### src/sv/pdmt_pkg.sv
// Package for the PGN dispatch match table.
// Command and status codes, identifier layout constants and field widths.
// No dependencies.
`timescale 1ns / 1ps

package pdmt_pkg;

    localparam int IDENT_W  = 29;
    localparam int PGN_W    = 18;
    localparam int ADDR8_W  = 8;
    localparam int MASK_W   = 16;
    localparam int GIVEN_W  = 4;
    localparam int CMD_W    = 2;
    localparam int STATUS_W = 2;

    typedef logic [CMD_W-1:0]    cmd_t;
    typedef logic [STATUS_W-1:0] status_t;
    typedef logic [PGN_W-1:0]    pgn_t;

    localparam cmd_t CMD_FRAME = 2'd0;
    localparam cmd_t CMD_REG   = 2'd1;
    localparam cmd_t CMD_UNREG = 2'd2;

    localparam status_t STATUS_OK   = 2'd0;
    localparam status_t STATUS_FULL = 2'd1;
    localparam status_t STATUS_BAD  = 2'd2;
    localparam status_t STATUS_EDP  = 2'd3;

    localparam logic [7:0] PDU2_CUTOFF  = 8'hF0;
    localparam logic [7:0] BROADCAST_DA = 8'hFF;

    localparam int IDENT_EDP_POS = 25;
    localparam int IDENT_DP_POS  = 24;

endpackage

### src/sv/pdmt_ram.sv
// Generic single-write, single-read RAM with registered read data.
// No dependencies.
`timescale 1ns / 1ps

module pdmt_ram #(
    parameter int WIDTH = 18,
    parameter int DEPTH = 16,
    parameter int AW    = (DEPTH > 1) ? $clog2(DEPTH) : 1
) (
    input  logic             clk,
    input  logic             we,
    input  logic [AW-1:0]    waddr,
    input  logic [WIDTH-1:0] wdata,
    input  logic [AW-1:0]    raddr,
    output logic [WIDTH-1:0] rdata
);

    logic [WIDTH-1:0] mem [DEPTH];
    logic [WIDTH-1:0] rdata_reg;

    always_ff @(posedge clk)
    begin
        if (we)
        begin
            mem[waddr] <= wdata;
        end
        rdata_reg <= mem[raddr];
    end

    assign rdata = rdata_reg;

endmodule

### src/sv/pgn_dispatch_match_table_top.sv
// Top level of the PGN dispatch match table: command sequencer, slot scan and results.
// Depends on pdmt_pkg and pdmt_ram.
//
//   channel   direction  handshake                 payload
//   command   in         start / busy              cmd, can_ident, reg_pgn, slot_index
//   config    in         cfg_valid / cfg_ready     cfg_data (fallback_enable)
//   result    out        result_valid (strobe)     status, slot_given, match_mask, handled,
//                                                  to_fallback, frame_pgn, dest_addr, src_addr
//
// One slot per cycle goes through the shared PGN comparator, reading the slot RAM.
// Frame: after accept, EXEC, then a SCAN of every slot, then LAST, then the result registers.
// Register: the scan stops at the first free slot, or reports full at the last used slot.
// Unregister, EDP frame and unknown command finish in EXEC. Busy holds until the strobe.
// Reset clears all slots at once; no pass over the RAM. The result strobe lasts one cycle
// and the receiver cannot stall it.
`timescale 1ns / 1ps

module pgn_dispatch_match_table_top
    import pdmt_pkg::*;
#(
    parameter int TABLE_SLOTS = 16
) (
    input  logic                 clk,
    input  logic                 rst_n,
    input  logic                 start,
    output logic                 busy,
    input  logic [CMD_W-1:0]     cmd,
    input  logic [IDENT_W-1:0]   can_ident,
    input  logic [PGN_W-1:0]     reg_pgn,
    input  logic [ADDR8_W-1:0]   slot_index,
    input  logic                 cfg_valid,
    output logic                 cfg_ready,
    input  logic                 cfg_data,
    output logic                 result_valid,
    output logic [STATUS_W-1:0]  status,
    output logic [GIVEN_W-1:0]   slot_given,
    output logic [MASK_W-1:0]    match_mask,
    output logic                 handled,
    output logic                 to_fallback,
    output logic [PGN_W-1:0]     frame_pgn,
    output logic [ADDR8_W-1:0]   dest_addr,
    output logic [ADDR8_W-1:0]   src_addr
);

    localparam int IW = (TABLE_SLOTS > 1) ? $clog2(TABLE_SLOTS) : 1;
    localparam logic [IW-1:0] LAST_IDX = IW'(TABLE_SLOTS - 1);
    localparam logic [ADDR8_W:0] SLOTS_LIM = (ADDR8_W + 1)'(TABLE_SLOTS);

    localparam logic [1:0] ST_IDLE = 2'd0;
    localparam logic [1:0] ST_EXEC = 2'd1;
    localparam logic [1:0] ST_SCAN = 2'd2;
    localparam logic [1:0] ST_LAST = 2'd3;

    logic [1:0]             state_reg, state_next;
    logic [IW-1:0]          cnt_reg, cnt_next;
    logic                   cmp_vld_reg, cmp_vld_next;
    logic [IW-1:0]          cmp_idx_reg;
    logic [TABLE_SLOTS-1:0] used_reg, used_next;
    logic                   fallback_reg;
    logic                   result_valid_reg, result_valid_next;

    cmd_t                   cmd_reg, cmd_next;
    logic [IDENT_W-1:0]     ident_reg, ident_next;
    pgn_t                   rpgn_reg, rpgn_next;
    logic [ADDR8_W-1:0]     sidx_reg, sidx_next;
    logic [MASK_W-1:0]      mask_acc_reg, mask_acc_next;
    logic                   hit_acc_reg, hit_acc_next;

    status_t                status_reg, status_next;
    logic [GIVEN_W-1:0]     given_reg, given_next;
    logic [MASK_W-1:0]      mask_reg, mask_next;
    logic                   handled_reg, handled_next;
    logic                   fb_reg, fb_next;
    pgn_t                   fpgn_reg, fpgn_next;
    logic [ADDR8_W-1:0]     da_reg, da_next;
    logic [ADDR8_W-1:0]     sa_reg, sa_next;

    logic                   ram_we;
    logic [IW-1:0]          ram_waddr;
    pgn_t                   ram_rdata;

    logic [7:0]             dec_pf;
    logic [7:0]             dec_ps;
    logic                   dec_pdu1;
    pgn_t                   dec_pgn;
    logic [ADDR8_W-1:0]     dec_da;
    logic                   hit;
    logic [MASK_W-1:0]      hit_mask;
    logic [MASK_W-1:0]      mask_fin;
    logic                   hit_fin;

    pdmt_ram #(
        .WIDTH (PGN_W),
        .DEPTH (TABLE_SLOTS),
        .AW    (IW)
    ) u_slot_ram (
        .clk   (clk),
        .we    (ram_we),
        .waddr (ram_waddr),
        .wdata (rpgn_reg),
        .raddr (cnt_reg),
        .rdata (ram_rdata)
    );

    assign dec_pf   = ident_reg[23:16];
    assign dec_ps   = ident_reg[15:8];
    assign dec_pdu1 = dec_pf < PDU2_CUTOFF;
    assign dec_pgn  = {ident_reg[IDENT_EDP_POS], ident_reg[IDENT_DP_POS], dec_pf,
                       dec_pdu1 ? 8'h00 : dec_ps};
    assign dec_da   = dec_pdu1 ? dec_ps : BROADCAST_DA;

    assign hit      = cmp_vld_reg && used_reg[cmp_idx_reg] && (ram_rdata == dec_pgn);
    assign hit_mask = MASK_W'(hit) << cmp_idx_reg;
    assign mask_fin = mask_acc_reg | hit_mask;
    assign hit_fin  = hit_acc_reg | hit;

    always_comb
    begin
        state_next        = state_reg;
        cnt_next          = cnt_reg;
        cmp_vld_next      = 1'b0;
        used_next         = used_reg;
        result_valid_next = 1'b0;
        cmd_next          = cmd_reg;
        ident_next        = ident_reg;
        rpgn_next         = rpgn_reg;
        sidx_next         = sidx_reg;
        mask_acc_next     = mask_fin;
        hit_acc_next      = hit_fin;
        status_next       = status_reg;
        given_next        = given_reg;
        mask_next         = mask_reg;
        handled_next      = handled_reg;
        fb_next           = fb_reg;
        fpgn_next         = fpgn_reg;
        da_next           = da_reg;
        sa_next           = sa_reg;
        ram_we            = 1'b0;
        ram_waddr         = cnt_reg;

        case (state_reg)
            ST_IDLE:
            begin
                if (start)
                begin
                    cmd_next      = cmd;
                    ident_next    = can_ident;
                    rpgn_next     = reg_pgn;
                    sidx_next     = slot_index;
                    cnt_next      = '0;
                    mask_acc_next = '0;
                    hit_acc_next  = 1'b0;
                    state_next    = ST_EXEC;
                end
            end
            ST_EXEC:
            begin
                status_next  = STATUS_OK;
                given_next   = '0;
                mask_next    = '0;
                handled_next = 1'b0;
                fb_next      = 1'b0;
                fpgn_next    = '0;
                da_next      = '0;
                sa_next      = '0;
                case (cmd_reg)
                    CMD_FRAME:
                    begin
                        if (ident_reg[IDENT_EDP_POS])
                        begin
                            status_next       = STATUS_EDP;
                            fpgn_next         = dec_pgn;
                            da_next           = dec_da;
                            sa_next           = ident_reg[7:0];
                            result_valid_next = 1'b1;
                            state_next        = ST_IDLE;
                        end
                        else
                        begin
                            state_next = ST_SCAN;
                        end
                    end
                    CMD_REG:
                    begin
                        state_next = ST_SCAN;
                    end
                    CMD_UNREG:
                    begin
                        if (({1'b0, sidx_reg} < SLOTS_LIM) && used_reg[sidx_reg[IW-1:0]])
                        begin
                            used_next[sidx_reg[IW-1:0]] = 1'b0;
                        end
                        else
                        begin
                            status_next = STATUS_BAD;
                        end
                        result_valid_next = 1'b1;
                        state_next        = ST_IDLE;
                    end
                    default:
                    begin
                        result_valid_next = 1'b1;
                        state_next        = ST_IDLE;
                    end
                endcase
            end
            ST_SCAN:
            begin
                if (cmd_reg == CMD_REG)
                begin
                    if (!used_reg[cnt_reg])
                    begin
                        ram_we             = 1'b1;
                        used_next[cnt_reg] = 1'b1;
                        status_next        = STATUS_OK;
                        given_next         = GIVEN_W'(cnt_reg);
                        result_valid_next  = 1'b1;
                        state_next         = ST_IDLE;
                    end
                    else if (cnt_reg == LAST_IDX)
                    begin
                        status_next       = STATUS_FULL;
                        result_valid_next = 1'b1;
                        state_next        = ST_IDLE;
                    end
                    else
                    begin
                        cnt_next = cnt_reg + 1'b1;
                    end
                end
                else
                begin
                    cmp_vld_next = 1'b1;
                    if (cnt_reg == LAST_IDX)
                    begin
                        state_next = ST_LAST;
                    end
                    else
                    begin
                        cnt_next = cnt_reg + 1'b1;
                    end
                end
            end
            ST_LAST:
            begin
                status_next       = STATUS_OK;
                mask_next         = mask_fin;
                handled_next      = hit_fin;
                fb_next           = !hit_fin && fallback_reg;
                fpgn_next         = dec_pgn;
                da_next           = dec_da;
                sa_next           = ident_reg[7:0];
                result_valid_next = 1'b1;
                state_next        = ST_IDLE;
            end
            default:
            begin
                state_next = ST_IDLE;
            end
        endcase
    end

    always_ff @(posedge clk or negedge rst_n)
    begin
        if (!rst_n)
        begin
            state_reg        <= ST_IDLE;
            cnt_reg          <= '0;
            cmp_vld_reg      <= 1'b0;
            used_reg         <= '0;
            fallback_reg     <= 1'b0;
            result_valid_reg <= 1'b0;
        end
        else
        begin
            state_reg        <= state_next;
            cnt_reg          <= cnt_next;
            cmp_vld_reg      <= cmp_vld_next;
            used_reg         <= used_next;
            result_valid_reg <= result_valid_next;
            if (cfg_valid && cfg_ready)
            begin
                fallback_reg <= cfg_data;
            end
        end
    end

    always_ff @(posedge clk)
    begin
        cmp_idx_reg  <= cnt_reg;
        cmd_reg      <= cmd_next;
        ident_reg    <= ident_next;
        rpgn_reg     <= rpgn_next;
        sidx_reg     <= sidx_next;
        mask_acc_reg <= mask_acc_next;
        hit_acc_reg  <= hit_acc_next;
        status_reg   <= status_next;
        given_reg    <= given_next;
        mask_reg     <= mask_next;
        handled_reg  <= handled_next;
        fb_reg       <= fb_next;
        fpgn_reg     <= fpgn_next;
        da_reg       <= da_next;
        sa_reg       <= sa_next;
    end

    assign busy         = state_reg != ST_IDLE;
    assign cfg_ready    = 1'b1;
    assign result_valid = result_valid_reg;
    assign status       = status_reg;
    assign slot_given   = given_reg;
    assign match_mask   = mask_reg;
    assign handled      = handled_reg;
    assign to_fallback  = fb_reg;
    assign frame_pgn    = fpgn_reg;
    assign dest_addr    = da_reg;
    assign src_addr     = sa_reg;

    a_strobe_idle: assert property (@(posedge clk) disable iff (!rst_n)
        result_valid |-> !busy)
        else $error("result strobe while busy");

    a_accept_busy: assert property (@(posedge clk) disable iff (!rst_n)
        (start && !busy) |=> busy)
        else $error("accepted transaction did not raise busy");

    a_strobe_single: assert property (@(posedge clk) disable iff (!rst_n)
        result_valid |=> !result_valid)
        else $error("result strobe longer than one cycle");

    a_match_excl: assert property (@(posedge clk) disable iff (!rst_n)
        result_valid |-> !(handled && to_fallback))
        else $error("frame both handled and sent to fallback");

    a_edp_nomatch: assert property (@(posedge clk) disable iff (!rst_n)
        (result_valid && status == STATUS_EDP) |-> (match_mask == '0 && !handled))
        else $error("EDP frame reported a match");

endmodule

### config.mk
export PLATFORM = sky130hd
export DESIGN_NAME = pgn_dispatch_match_table_top
export DESIGN_NICKNAME = d
export VERILOG_FILES = /design/src/sv/pdmt_pkg.sv /design/src/sv/pdmt_ram.sv /design/src/sv/pgn_dispatch_match_table_top.sv
export SDC_FILE = /design/constraint.sdc
export NUM_CORES = 1
export LEC_CHECK = 0
export CAP_MARGIN = 20
export CORE_ASPECT_RATIO = 0.5
export CORE_MARGIN = 3
export CORE_UTILIZATION = 45
export DETAILED_ROUTE_END_ITERATION = 8
export DONT_BUFFER_PORTS = 1
export PLACE_DENSITY_LB_ADDON = 0.2
export SYNTH_ARGS = -nofsm -noshare
export SYNTH_HDL_FRONTEND = slang
export SYNTH_SLANG_ARGS = --single-unit
### constraint.sdc
create_clock -name clk -period 6.5 [get_ports clk]
set_clock_uncertainty 0.05 [all_clocks]
set_input_delay 0 -clock clk [delete_from_list [all_inputs] [get_ports clk]]
set_output_delay 0 -clock clk [all_outputs]
set_load 0.02 [all_outputs]
==> results of run 1 <==
[what timing repair did]
action,CTS,global route
hold endpoints to repair,84,0
resized for setup,0,0
hold buffers,61,0
buffers inserted,0,0
[critical path, cell delays in order, from the launching register on]
cell	delay [ps]
dfrtp_1	400
inv_1	100
ha_1	550
nand3b_1	440
or3_1	450
nor3_1	510
and2_1	730
buf_4	350
[through the flow]
stage	power (mW)	hold slack (ps)	util
6_report	7.80	28.3	0.525
5_1_grt	8.14	7.95	0.525
4_1_cts	7.89	3.46	0.524
3_5_place_dp	5.49	-345	0.475
3_3_place_gp	5.46	-345	0.475
2_1_floorplan	5.08	-346	-
[layer usage]
| metal | global-route usage | vias to the layer above | part of all wire |
|---|---|---|---|
| li1 | - | 3930 | - |
| met1 | 0.286 | 4700 | 0.47 |
| met2 | 0.284 | 303 | 0.46 |
| met3 | 0.0338 | 55 | 0.060 |
| met4 | 0.0377 | 0 | 0.016 |
| met5 | 0 | - | 0 |
[report_power, final]
| part | internal [mW] | leakage [nW] | total (mW) | switching [mW] |
|---|---|---|---|---|
| Combinational | 0.517 | 1.63 | 1.08 | 0.568 |
| Sequential | 3.74 | 4.34 | 4.35 | 0.604 |
| Clock | 1.31 | 0.640 | 2.37 | 1.05 |
[cell families after synthesis]
family,count (synthesis),synth area share
flops,464,0.747
buf+inv,65,0.0146
xor+xnor,15,0.00731
simple gates,176,0.0522
compound gates,96,0.0424
fa+ha+maj,8,0.00557
other cells,1,0.000209
mux,108,0.131
[final timing paths]
path	from	end	slack, ps	depth (start not counted)
min in group asynchronous	rst_n	state_reg[0]	490	4
min reg2reg	mask_acc_reg[1]	mask_acc_reg[1]	430	1
max in group asynchronous	rst_n	cnt_reg[1]	5740	4
max	state_reg[0]	u_slot_ram.mem[1][15]	2600	7
max reg2reg	state_reg[0]	u_slot_ram.mem[1][15]	2600	7
min	can_ident[13]	ident_reg[13]	30	1
[synth_stat cells (5+ instances only)]
cell type,count,share of area
a211oi_1,5,0.0021
a21oi_1,18,0.0050
a31oi_1,6,0.0021
a32o_1,32,0.018
and2_1,37,0.013
and3_1,11,0.0038
buf_1,9,0.0019
buf_2,5,0.0014
clkbuf_1,33,0.0069
dfrtp_1,25,0.035
dfxtp_1,39,0.043
edfxtp_1,400,0.67
ha_1,8,0.0056
inv_1,15,0.0031
mux4_2,101,0.13
nand2_1,24,0.0050
nand2b_1,10,0.0035
nand4_1,5,0.0017
nor2_1,45,0.0094
nor2b_1,8,0.0028
nor3_1,13,0.0036
nor4_1,5,0.0017
o21ai_1,9,0.0025
o41ai_1,6,0.0029
xnor2_1,13,0.0063
[area by class of cell]
cell class / instances / area, um^2 / share of cell area
multi-input cells: 404 / 4290 / 0.209
inverters: 16 / 60.1 / 0.00293
repair buffers: 79 / 781 / 0.0380
diodes: 1 / 2.50 / 0.000122
clock buffers: 58 / 1180 / 0.0576
clock inverters: 19 / 116 / 0.00567
well taps: 530 / 663 / 0.0323
flip-flops and latches: 464 / 13400 / 0.654
==> flow_summary.rst, run 1 <==
.. list-table::
   :header-rows: 1

   * - Metric
     - Value
   * - TritonCTS Sinks
     - 464
   * - Number of buffers inserted by port buffering
     - 0
   * - Worst min-delay path category
     - primary input to flop
   * - Number of nets in the layout
     - about 1100
   * - Final wirelength
     - 39000 um
   * - Global-route wire length before repair
     - 59000 um
   * - Post-route cell area
     - 0.0205 mm^2
   * - Leak
     - between 6 and 7 nW
   * - Sequential element share of the synthesized area
     - 0.747
   * - Register clock-pin slew on the reported worst setup and hold paths
     - 60 ps
   * - Data arrival, critical path
     - between 4000 and 5000 ps
   * - Routed via count divided by cell count
     - around 5.7
   * - Actual transition at the worst max-transition pin
     - 1070 ps
   * - Number of global-route vias before repair
     - about 9100
   * - Prevailing post-synth register cell
     - edfxtp_1
   * - Number of distinct standard cells referenced by the synthesized netlist
     - 54
   * - Initial core utilization
     - 0.459
   * - First-pass detailed-route iteration total
     - 5
   * - Layout cells sized above 1
     - 0.189
   * - Largest net degree at the start of global routing
     - 53
   * - CP Launch Type
     - flop
   * - GRT Resource Usage Total
     - 0.187
   * - Achievable Freq
     - roughly 260 MHz
   * - Drc violations
     - 0
   * - Clock tree buffer depth
     - 3
   * - Growth of design area from synthesis to finish
     - 14.2%
   * - Level count of the clock H-tree
     - 2
   * - DIE AREA
     - 0.0425 mm^2
   * - Highest ir drop seen on vdd
     - 0.210 mV
   * - # placed instances
     - ~1400
   * - Unrepaired setup endpoints after global routing
     - no
   * - Async set-reset flop share out of synthesis
     - 0.0539
   * - Post-detailed-route wirelength per cell
     - 24.8 um
   * - Number of buffers created by CTS
     - 42
   * - Areal power density over the cells
     - 380 mW/mm^2
   * - Combined area of all synthesized cells
     - 0.0180 mm^2
   * - CP endpoint kind
     - flop
   * - Leftover overflow at the end of global routing
     - 0
   * - Most frequent cells in the layout
     - 400 x edfxtp_1, 101 x mux4_2, 59 x dlygate4sd3_1, 45 x nor2_1, 43 x clkbuf_16
   * - Pre-CTS setup slack
     - roughly 2500 ps
   * - Overall die height
     - between 100 and 150 um
   * - Number of cells produced by synthesis
     - 933
   * - Site row count
     - 51
   * - Number of antenna violations at the first check in global routing
     - 1
   * - Clock latency reported for the late side of the worst-skew pair
     - 540 ps
   * - Final worst path period need
     - 3900 ps
   * - Cell area after placement
     - 0.0186 mm^2
   * - Post-route ant nets
     - 0
   * - I/O pin total
     - 123
   * - Gpl congestion
     - 0.806
   * - Total count of max-transition violations in the final report
     - 0
   * - Worst-case setup margin in the final layout
     - between 2000 and 3000 ps
   * - Via count
     - 8988
   * - Final hold viol count
     - 0
   * - TNS Setup
     - 0 ps
   * - Total of max-cap violations
     - 0
   * - Type of the setup path with the least slack
     - flop to flop
   * - CTS tree
     - built
   * - Number of enable flip-flop cells after synthesis
     - 400
   * - Root buffer cell
     - clkbuf_16
   * - Number of warning messages in the yosys log
     - 0
   * - Commonest non-fill, non-tap cell in the layout
     - edfxtp_1
   * - Flip-flop and latch count after synthesis
     - ~460
   * - Die width
     - 289 um
   * - Relative slew slack
     - 0.286
   * - Count of placed standard cells in the final layout, fillers left out
     - 1571
   * - Largest driver fanout on the critical path
     - 18
   * - First DRT Iteration DRCs
     - 770
   * - Final Setup Violations
     - 0
   * - Filler cells
     - 3035
   * - Flip-flop count of the largest register, all copies and words added
     - 288
   * - Post-DP HPWL
     - 23300 um
   * - Number of nets in the synthesized netlist
     - 1003
   * - Share of the clock period used by the worst path
     - 0.601
   * - Required time at the endpoint of the critical path
     - between 6000 and 7000 ps
   * - Floorplan core area
     - 0.0391 mm^2
   * - Outcome
     - finished, final reports clean
   * - Synthesized area per cell
     - just under 20 um^2
No activity file was read; power rests on OpenSTA's default activity.
==> run 2: changes to the inputs <==
- ABC_AREA: unset -> 1
- clock period: 6.5 -> 3.35 ns (I/O delays scaled with it)
==> flow_summary.rst, run 2 <==
.. list-table::
   :header-rows: 1

   * - Metric
     - Value
   * - Outcome
     - finished, final reports clean (unchanged)
   * - Number of setup buffers added after CTS
     - 0 (unchanged)
   * - Most numerous cell in the Yosys netlist
     - edfxtp_1 (unchanged)
   * - Commonest non-fill, non-tap cell in the layout
     - edfxtp_1 (unchanged)
   * - Flip-flop and latch count after synthesis
     - 464 (unchanged)
   * - CP endpoint kind
     - flop (unchanged)
   * - Antenna diode count
     - 0 (was 1)
   * - Cell at the slowest stage of the critical path
     - nor2_2 (was and2_1)
   * - Largest driver fanout on the critical path
     - 21 (was 18)
   * - Commonest cells post-synth
     - 400 x edfxtp_1, 226 x nor2_1, 207 x nand2_1, 207 x o21ai_0, 113 x inv_1 (was 400 x edfxtp_1, 101 x mux4_2, 45 x nor2_1, 39 x dfxtp_1, 37 x and2_1)
   * - Required time at the endpoint of the critical path
     - 3670 ps (was 6680 ps)
   * - Data arrival, critical path
     - 3130 ps (was 4090 ps)
   * - Areal power density over the cells
     - 742 mW/mm^2 (was 380 mW/mm^2)
   * - Leftover overflow at the end of global routing
     - 0 (unchanged)
   * - CP Launch Type
     - flop (unchanged)
   * - Share of the clock period used by the worst path
     - 0.839 (was 0.601)
   * - Initial core utilization
     - 0.464 (was 0.459)
   * - Achievable Freq
     - 356 MHz (was 256 MHz)
   * - Final Setup Violations
     - 0 (unchanged)
   * - Number of antenna violations at the first check in global routing
     - 0 (was 1)
   * - First DRT Iteration DRCs
     - 1076 (was 770)
   * - Highest ir drop seen on vdd
     - 0.415 mV (was 0.210 mV)
   * - Global-route wire length before repair
     - 67700 um (was 59000 um)
   * - Post-DP HPWL
     - 27000 um (was 23300 um)
   * - End-of-flow core utilization
     - 0.535 (was 0.525)
   * - Final worst path period need
     - 2810 ps (was 3900 ps)
   * - Post-route ant nets
     - 0 (unchanged)
   * - Leak
     - 7.37 nW (was 6.61 nW)
   * - Unrepaired setup endpoints after global routing
     - no (unchanged)
   * - Clock tree buffer depth
     - 3 (unchanged)
   * - Start point of the worst hold path
     - reg_pgn[14] (was can_ident[13])
   * - Worst min-delay path category
     - primary input to flop (unchanged)
   * - Root buffer cell
     - clkbuf_16 (unchanged)
   * - Library cell with the largest summed area after synthesis
     - edfxtp_1 (unchanged)
   * - Delay contributed by the slowest stage of the critical path
     - 680 ps (was 730 ps)
   * - TritonCTS Sinks
     - 464 (unchanged)
   * - Drc violations
     - 0 (unchanged)
   * - First-pass detailed-route iteration total
     - 5 (unchanged)
   * - DIE AREA
     - 0.0434 mm^2 (was 0.0425 mm^2)
   * - Filler cells
     - 3355 (was 3035)
   * - Most frequent cells in the layout
     - 400 x edfxtp_1, 224 x nor2_1, 207 x o21ai_0, 206 x nand2_1, 112 x inv_1 (was 400 x edfxtp_1, 101 x mux4_2, 59 x dlygate4sd3_1, 45 x nor2_1, 43 x clkbuf_16)
   * - Number of cells produced by synthesis
     - 1546 (was 933)
   * - Number of buffers inserted by port buffering
     - 0 (unchanged)
   * - Sequential element share of the synthesized area
     - 0.732 (was 0.747)
   * - # placed instances
     - 2037 (was 1430)
   * - Final hold viol count
     - 0 (unchanged)
   * - Clock latency reported for the late side of the worst-skew pair
     - 560 ps (was 540 ps)
   * - Cell type with the highest occurrence count on the critical path
     - nand2_1
   * - Cell area after placement
     - 0.0192 mm^2 (was 0.0186 mm^2)
   * - Prevailing post-synth register cell
     - edfxtp_1 (unchanged)
   * - Number of nets in the layout
     - 1692 (was 1077)
   * - Count of placed standard cells in the final layout, fillers left out
     - 2182 (was 1571)
   * - GRT Resource Usage Total
     - 0.205 (was 0.187)
   * - Type of the setup path with the least slack
     - flop to flop (unchanged)
   * - Routed via count divided by cell count
     - 5.45 (was 5.72)
   * - Post-detailed-route wirelength per cell
     - 20.5 um (was 24.8 um)
   * - Via count
     - 11900 (was 8988)
   * - Number of nets in the synthesized netlist
     - 1616 (was 1003)
   * - Final wirelength
     - 44700 um (was 39000 um)
   * - Total of max-cap violations
     - 0 (unchanged)
   * - Layout cells sized above 1
     - 0.0787 (was 0.189)
   * - Register clock-pin slew on the reported worst setup and hold paths
     - 60 ps (about the same)
   * - Top cells by area in the synthesized netlist
     - edfxtp_1 65%, o21ai_0 5.6%, nor2_1 4.6% (was edfxtp_1 67%, mux4_2 13%, dfxtp_1 4.3%)
   * - Buf+Inv Stages, Crit Path
     - 0 (was 2)
   * - Level count of the clock H-tree
     - 2 (unchanged)
   * - Number of enable flip-flop cells after synthesis
     - 400 (unchanged)
   * - Overall die height
     - 149 um (was 147 um)
   * - Site row count
     - 51 (unchanged)
   * - Number of global-route vias before repair
     - 11700 (was 9120)
   * - I/O pin total
     - 123 (unchanged)
   * - Gpl congestion
     - 0.876 (was 0.806)
   * - Launch instance of the worst register-to-register path
     - ident_reg[22] (was state_reg[0])
   * - Post-route cell area
     - 0.0212 mm^2 (was 0.0205 mm^2)
   * - Largest net degree at the start of global routing
     - 98 (was 53)
   * - Synthesized area per cell
     - 11.9 um^2 (was 19.3 um^2)
   * - Gate family responsible for the most delay along the worst path
     - simple AND/OR/NAND/NOR gates (unchanged)
   * - Cells along the critical path
     - nand2_1 -> nor2_2 -> nand2_1 -> nand2_1 -> o21ai_0 -> nor2_1 -> nand2_1 -> nor2_2 -> nand3_2 -> nor2_2 -> nand3_1 -> a21oi_1 (was inv_1 -> ha_1 -> nand3b_1 -> or3_1 -> nor3_1 -> and2_1 -> buf_4)
   * - Die width
     - 291 um (was 289 um)
   * - Flip-flop count of the largest register, all copies and words added
     - 288 (unchanged)
   * - Total power draw
     - 15.7 mW (was 7.80 mW)
   * - Number of buffers created by CTS
     - 42 (unchanged)
   * - Async set-reset flop share out of synthesis
     - 0.0539 (unchanged)
   * - Number of distinct standard cells referenced by the synthesized netlist
     - 34 (was 54)
   * - Combined area of all synthesized cells
     - 0.0183 mm^2 (was 0.0180 mm^2)
   * - Relative slew slack
     - 0.419 (was 0.286)
   * - Floorplan core area
     - 0.0396 mm^2 (was 0.0391 mm^2)
   * - Startpoint of the worst setup timing path
     - ident_reg[22] (was state_reg[0])
   * - Growth of design area from synthesis to finish
     - 15.4% (was 14.2%)
   * - Total count of max-transition violations in the final report
     - 0 (unchanged)
   * - CTS tree
     - built (unchanged)
   * - Area share of the leading cell type in the synthesized netlist
     - 0.655 (was 0.669)
   * - Number of warning messages in the yosys log
     - 0 (unchanged)
   * - Actual transition at the worst max-transition pin
     - 871 ps (was 1070 ps)
## run 2: area by class of cell
| cell class | instances | area, um^2 | area share |
|---|---|---|---|
| Clock buffer | 54 | 1110 | 0.0523 |
| Clock inverter | 20 | 148 | 0.00698 |
| Inverter | 118 | 445 | 0.0210 |
| Multi-Input combinational cell | 887 | 4250 | 0.201 |
| Sequential cell | 464 | 13400 | 0.634 |
| Tap cell | 530 | 663 | 0.0313 |
| Timing Repair Buffer | 109 | 1130 | 0.0533 |
## run 2: per-stage QoR
stage                     setup WS [ps]  setup TNS, ps  hold slack (ps)
after CTS                           525              0           0.0872
after global routing                212              0             4.16
after detailed placement            539              0             -344
final                               538              0             22.4
after global placement              631              0             -344
after floorplan                   -16.0          -1880             -346
## run 2: final timing paths
kind	to	slack (ps)	cells after the start
max	match_mask[4]	540	12
min	rpgn_reg[14]	20	1
max reg2reg	match_mask[4]	540	12
min reg2reg	mask_acc_reg[3]	410	2
max in group asynchronous	cnt_reg[0]	2600	4
min in group asynchronous	cnt_reg[0]	470	4
## run 2: routing by layer
metal | global-route usage | up-vias | part of all wire
met1 | 0.290 | 5831 | 0.45
met2 | 0.323 | 375 | 0.45
met5 | 0 | - | 0
met3 | 0.0439 | 75 | 0.072
met4 | 0.0573 | 0 | 0.024
li1 | - | 5600 | -
## run 2: kinds of logic after synthesis
group,Yosys count,synth area share
AO/OA/AOI/OAI,342,0.0999
XOR/XNOR,4,0.00191
adder cells (fa/ha/maj),8,0.00546
buffers and inverters,195,0.0412
flip-flops,464,0.732
other,1,0.000204
AND/OR/NAND/NOR,532,0.120
## run 2: what timing repair did
item,4_1_cts,5_1_grt
endpoints found under the hold margin,107,0
hold buffers,71,0
resized for setup,0,0
endpoints found under the setup margin,0,0
## run 2: worst register-to-register path, delay by kind of cell, from the launching register on
family / cells / cell delay [ps]
AOI/OAI and AO/OA: 2 / 270
and+or+nand+nor: 10 / 1950
DFF: 1 / 380
## run 2: power breakdown
part | total [mW] | switching [mW] | internal [mW] | leakage (nW)
combinational | 2.94 | 2.11 | 0.823 | 2.43
sequential | 8.29 | 1.01 | 7.28 | 4.35
clock | 4.46 | 2.04 | 2.42 | 0.597
==> run 3: changes to the inputs <==
- clock period: 3.35 -> 2.8 ns (I/O delays scaled with it)
==> flow_summary.rst, run 3 (synthesized netlist as in run 2, its figures left out) <==
.. list-table::
   :header-rows: 1

   * - Metric
     - Value
   * - Total power draw
     - 18.9 mW (was 15.7 mW)
   * - TNS Setup
     - 0 ps (unchanged)
   * - Leak
     - 7.49 nW (was 7.37 nW)
   * - Largest driver fanout on the critical path
     - 11 (was 21)
   * - Final Setup Violations
     - 0 (unchanged)
   * - Number of antenna violations at the first check in global routing
     - 4 (was 0)
   * - Number of buffers created by CTS
     - 42 (unchanged)
   * - Detailed-route wire length on metal 1
     - 20200 um (about the same)
   * - Register clock-pin slew on the reported worst setup and hold paths
     - 60 ps (about the same)
   * - Actual transition at the worst max-transition pin
     - 724 ps (was 871 ps)
   * - CP endpoint kind
     - flop (unchanged)
   * - Cells along the critical path
     - clkinv_1 -> nand3_1 -> nand3_1 -> nand2_1 -> inv_1 -> nor2_2 -> nand3_2 -> nor2_2 -> nand3_1 -> a21oi_1 (was nand2_1 -> nor2_2 -> nand2_1 -> nand2_1 -> o21ai_0 -> nor2_1 -> nand2_1 -> nor2_2 -> nand3_2 -> nor2_2 -> nand3_1 -> a21oi_1)
   * - Post-route cell area
     - 0.0214 mm^2 (was 0.0212 mm^2)
   * - Clock tree buffer depth
     - 3 (unchanged)
   * - Cell area after placement
     - 0.0194 mm^2 (was 0.0192 mm^2)
   * - Routed met3 length
     - 3390 um (was 3230 um)
   * - DIE AREA
     - 0.0434 mm^2 (unchanged)
   * - Final hold viol count
     - 0 (unchanged)
   * - Type of the setup path with the least slack
     - flop to flop (unchanged)
   * - Hold Slack
     - 26.4 ps (was 22.4 ps)
   * - End-of-flow core utilization
     - 0.541 (was 0.535)
   * - Routed wire length on met2
     - 21400 um (was 20300 um)
   * - Root buffer cell
     - clkbuf_16 (unchanged)
   * - Pre-CTS setup slack
     - 205 ps (was 539 ps)
   * - First DRT Iteration DRCs
     - 1158 (was 1076)
   * - Leftover overflow at the end of global routing
     - 0 (unchanged)
   * - Clock latency reported for the late side of the worst-skew pair
     - 550 ps (was 560 ps)
   * - Antenna diode count
     - 0 (unchanged)
   * - Highest ir drop seen on vdd
     - 0.659 mV (was 0.415 mV)
   * - Growth of design area from synthesis to finish
     - 16.6% (was 15.4%)
   * - GRT Resource Usage Total
     - 0.209 (was 0.205)
   * - Floorplan core area
     - 0.0396 mm^2 (unchanged)
   * - Final wirelength
     - 45700 um (was 44700 um)
   * - Post-detailed-route wirelength per cell
     - 20.9 um (was 20.5 um)
   * - Total of max-cap violations
     - 0 (unchanged)
   * - Cell at the slowest stage of the critical path
     - dfxtp_1 (was nor2_2)
   * - Share of the clock period used by the worst path
     - 0.907 (was 0.839)
   * - CTS tree
     - built (unchanged)
   * - Largest net degree at the start of global routing
     - 141 (was 98)
   * - I/O pin total
     - 123 (unchanged)
   * - Initial core utilization
     - 0.464 (unchanged)
   * - Drc violations
     - 0 (unchanged)
   * - Areal power density over the cells
     - 885 mW/mm^2 (was 742 mW/mm^2)
   * - Most frequent cells in the layout
     - 400 x edfxtp_1, 224 x nor2_1, 207 x o21ai_0, 206 x nand2_1, 112 x inv_1 (unchanged)
   * - Routed via count divided by cell count
     - 5.47 (was 5.45)
   * - Outcome
     - finished, final reports clean (unchanged)
   * - Data arrival, critical path
     - 2880 ps (was 3130 ps)
   * - Achievable Freq
     - 394 MHz (was 356 MHz)
   * - Number of buffers inserted by port buffering
     - 0 (unchanged)
   * - Max Used Layer
     - met5 (was met4)
   * - Worst min-delay path category
     - primary input to flop (unchanged)
   * - Relative slew slack
     - 0.517 (was 0.419)
   * - Worst-case setup margin in the final layout
     - 262 ps (was 538 ps)
   * - Final worst path period need
     - 2540 ps (was 2810 ps)
   * - Global-route wire length before repair
     - 68800 um (was 67700 um)
   * - Post-route ant nets
     - 0 (unchanged)
   * - Site row count
     - 51 (unchanged)
   * - Level count of the clock H-tree
     - 2 (unchanged)
   * - TritonCTS Sinks
     - 464 (unchanged)
   * - Total count of max-transition violations in the final report
     - 0 (unchanged)
   * - Count of placed standard cells in the final layout, fillers left out
     - 2187 (was 2182)
   * - Via count
     - 12000 (was 11900)
   * - Number of global-route vias before repair
     - 11400 (was 11700)
   * - Post-DP HPWL
     - 26600 um (was 27000 um)
   * - Unrepaired setup endpoints after global routing
     - no (unchanged)
   * - CP Launch Type
     - flop (unchanged)
   * - Commonest non-fill, non-tap cell in the layout
     - edfxtp_1 (unchanged)
   * - Die width
     - 291 um (unchanged)
   * - Required time at the endpoint of the critical path
     - 3140 ps (was 3670 ps)
   * - First-pass detailed-route iteration total
     - 5 (unchanged)
   * - Layout cells sized above 1
     - 0.0839 (was 0.0787)
   * - # placed instances
     - 2040 (was 2037)
   * - Flip-flop count of the largest register, all copies and words added
     - 288 (unchanged)
   * - Gpl congestion
     - 0.890 (was 0.876)
   * - Overall die height
     - 149 um (unchanged)
   * - Delay contributed by the slowest stage of the critical path
     - 610 ps (was 680 ps)
   * - Cell type with the highest occurrence count on the critical path
     - nand3_1 (was nand2_1)
   * - Number of nets in the layout
     - 1693 (was 1692)
==> run 3: cell types whose count changed in the layout (fill, tap and decap cells not counted), moves of 2 or more <==
cell | previous run | this run
buf_12 | 11 | 20
nor3_2 | 15 | 7
nor3_4 | 0 | 8
buf_4 | 29 | 23
clkbuf_8 | 1 | 4
clkinv_2 | 5 | 8
clkbuf_1 | 11 | 9
clkinvlp_4 | 3 | 1
dlygate4sd3_1 | 69 | 67
==> run 3: final timing paths <==
kind	slack (ps)	from	cells after the start	end
min	30	reg_pgn[1]	1	rpgn_reg[1]
min in group asynchronous	500	rst_n	4	used_reg[12]
min reg2reg	410	mask_acc_reg[9]	2	mask_acc_reg[9]
max in group asynchronous	2020	rst_n	4	cnt_reg[0]
max	260	cmp_idx_reg[2]	10	match_mask[5]
max reg2reg	260	cmp_idx_reg[2]	10	match_mask[5]
==> run 3: power breakdown <==
part | internal [mW] | switching (mW)
combinational | 0.995 | 2.53
clock | 3.04 | 2.46
sequential | 8.72 | 1.20
==> run 3: what timing repair did <==
item / in CTS / in global routing
setup buffers: 0 / 0
hold buffers: 69 / 0
setup endpoints to repair: 0 / 19
endpoints found under the hold margin: 103 / 0
resized for setup: 0 / 1
==> run 3: worst max-delay path: cells and delay by family, from the launching register on <==
kind | cells | cell delay (ps)
AND/OR/NAND/NOR | 7 | 1040
flip-flops | 1 | 610
AO/OA/AOI/OAI | 1 | 180
buffers and inverters | 2 | 490
==> run 3: area by class of cell <==
class	count	area, um^2
tap	530	663
clock inverter	22	146
timing repair buffer	110	1240
fill	3315	18200
inverter	118	445
multi-input combinational	887	4300
sequential	464	13400
clock buffer	56	1160
==> run 3: per-layer routing <==
| metal | up-vias | track usage |
|---|---|---|
| met5 | - | 0 |
| li1 | 5613 | - |
| met3 | 60 | 0.0379 |
| met2 | 416 | 0.340 |
| met1 | 5880 | 0.299 |
| met4 | 2 | 0.0458 |
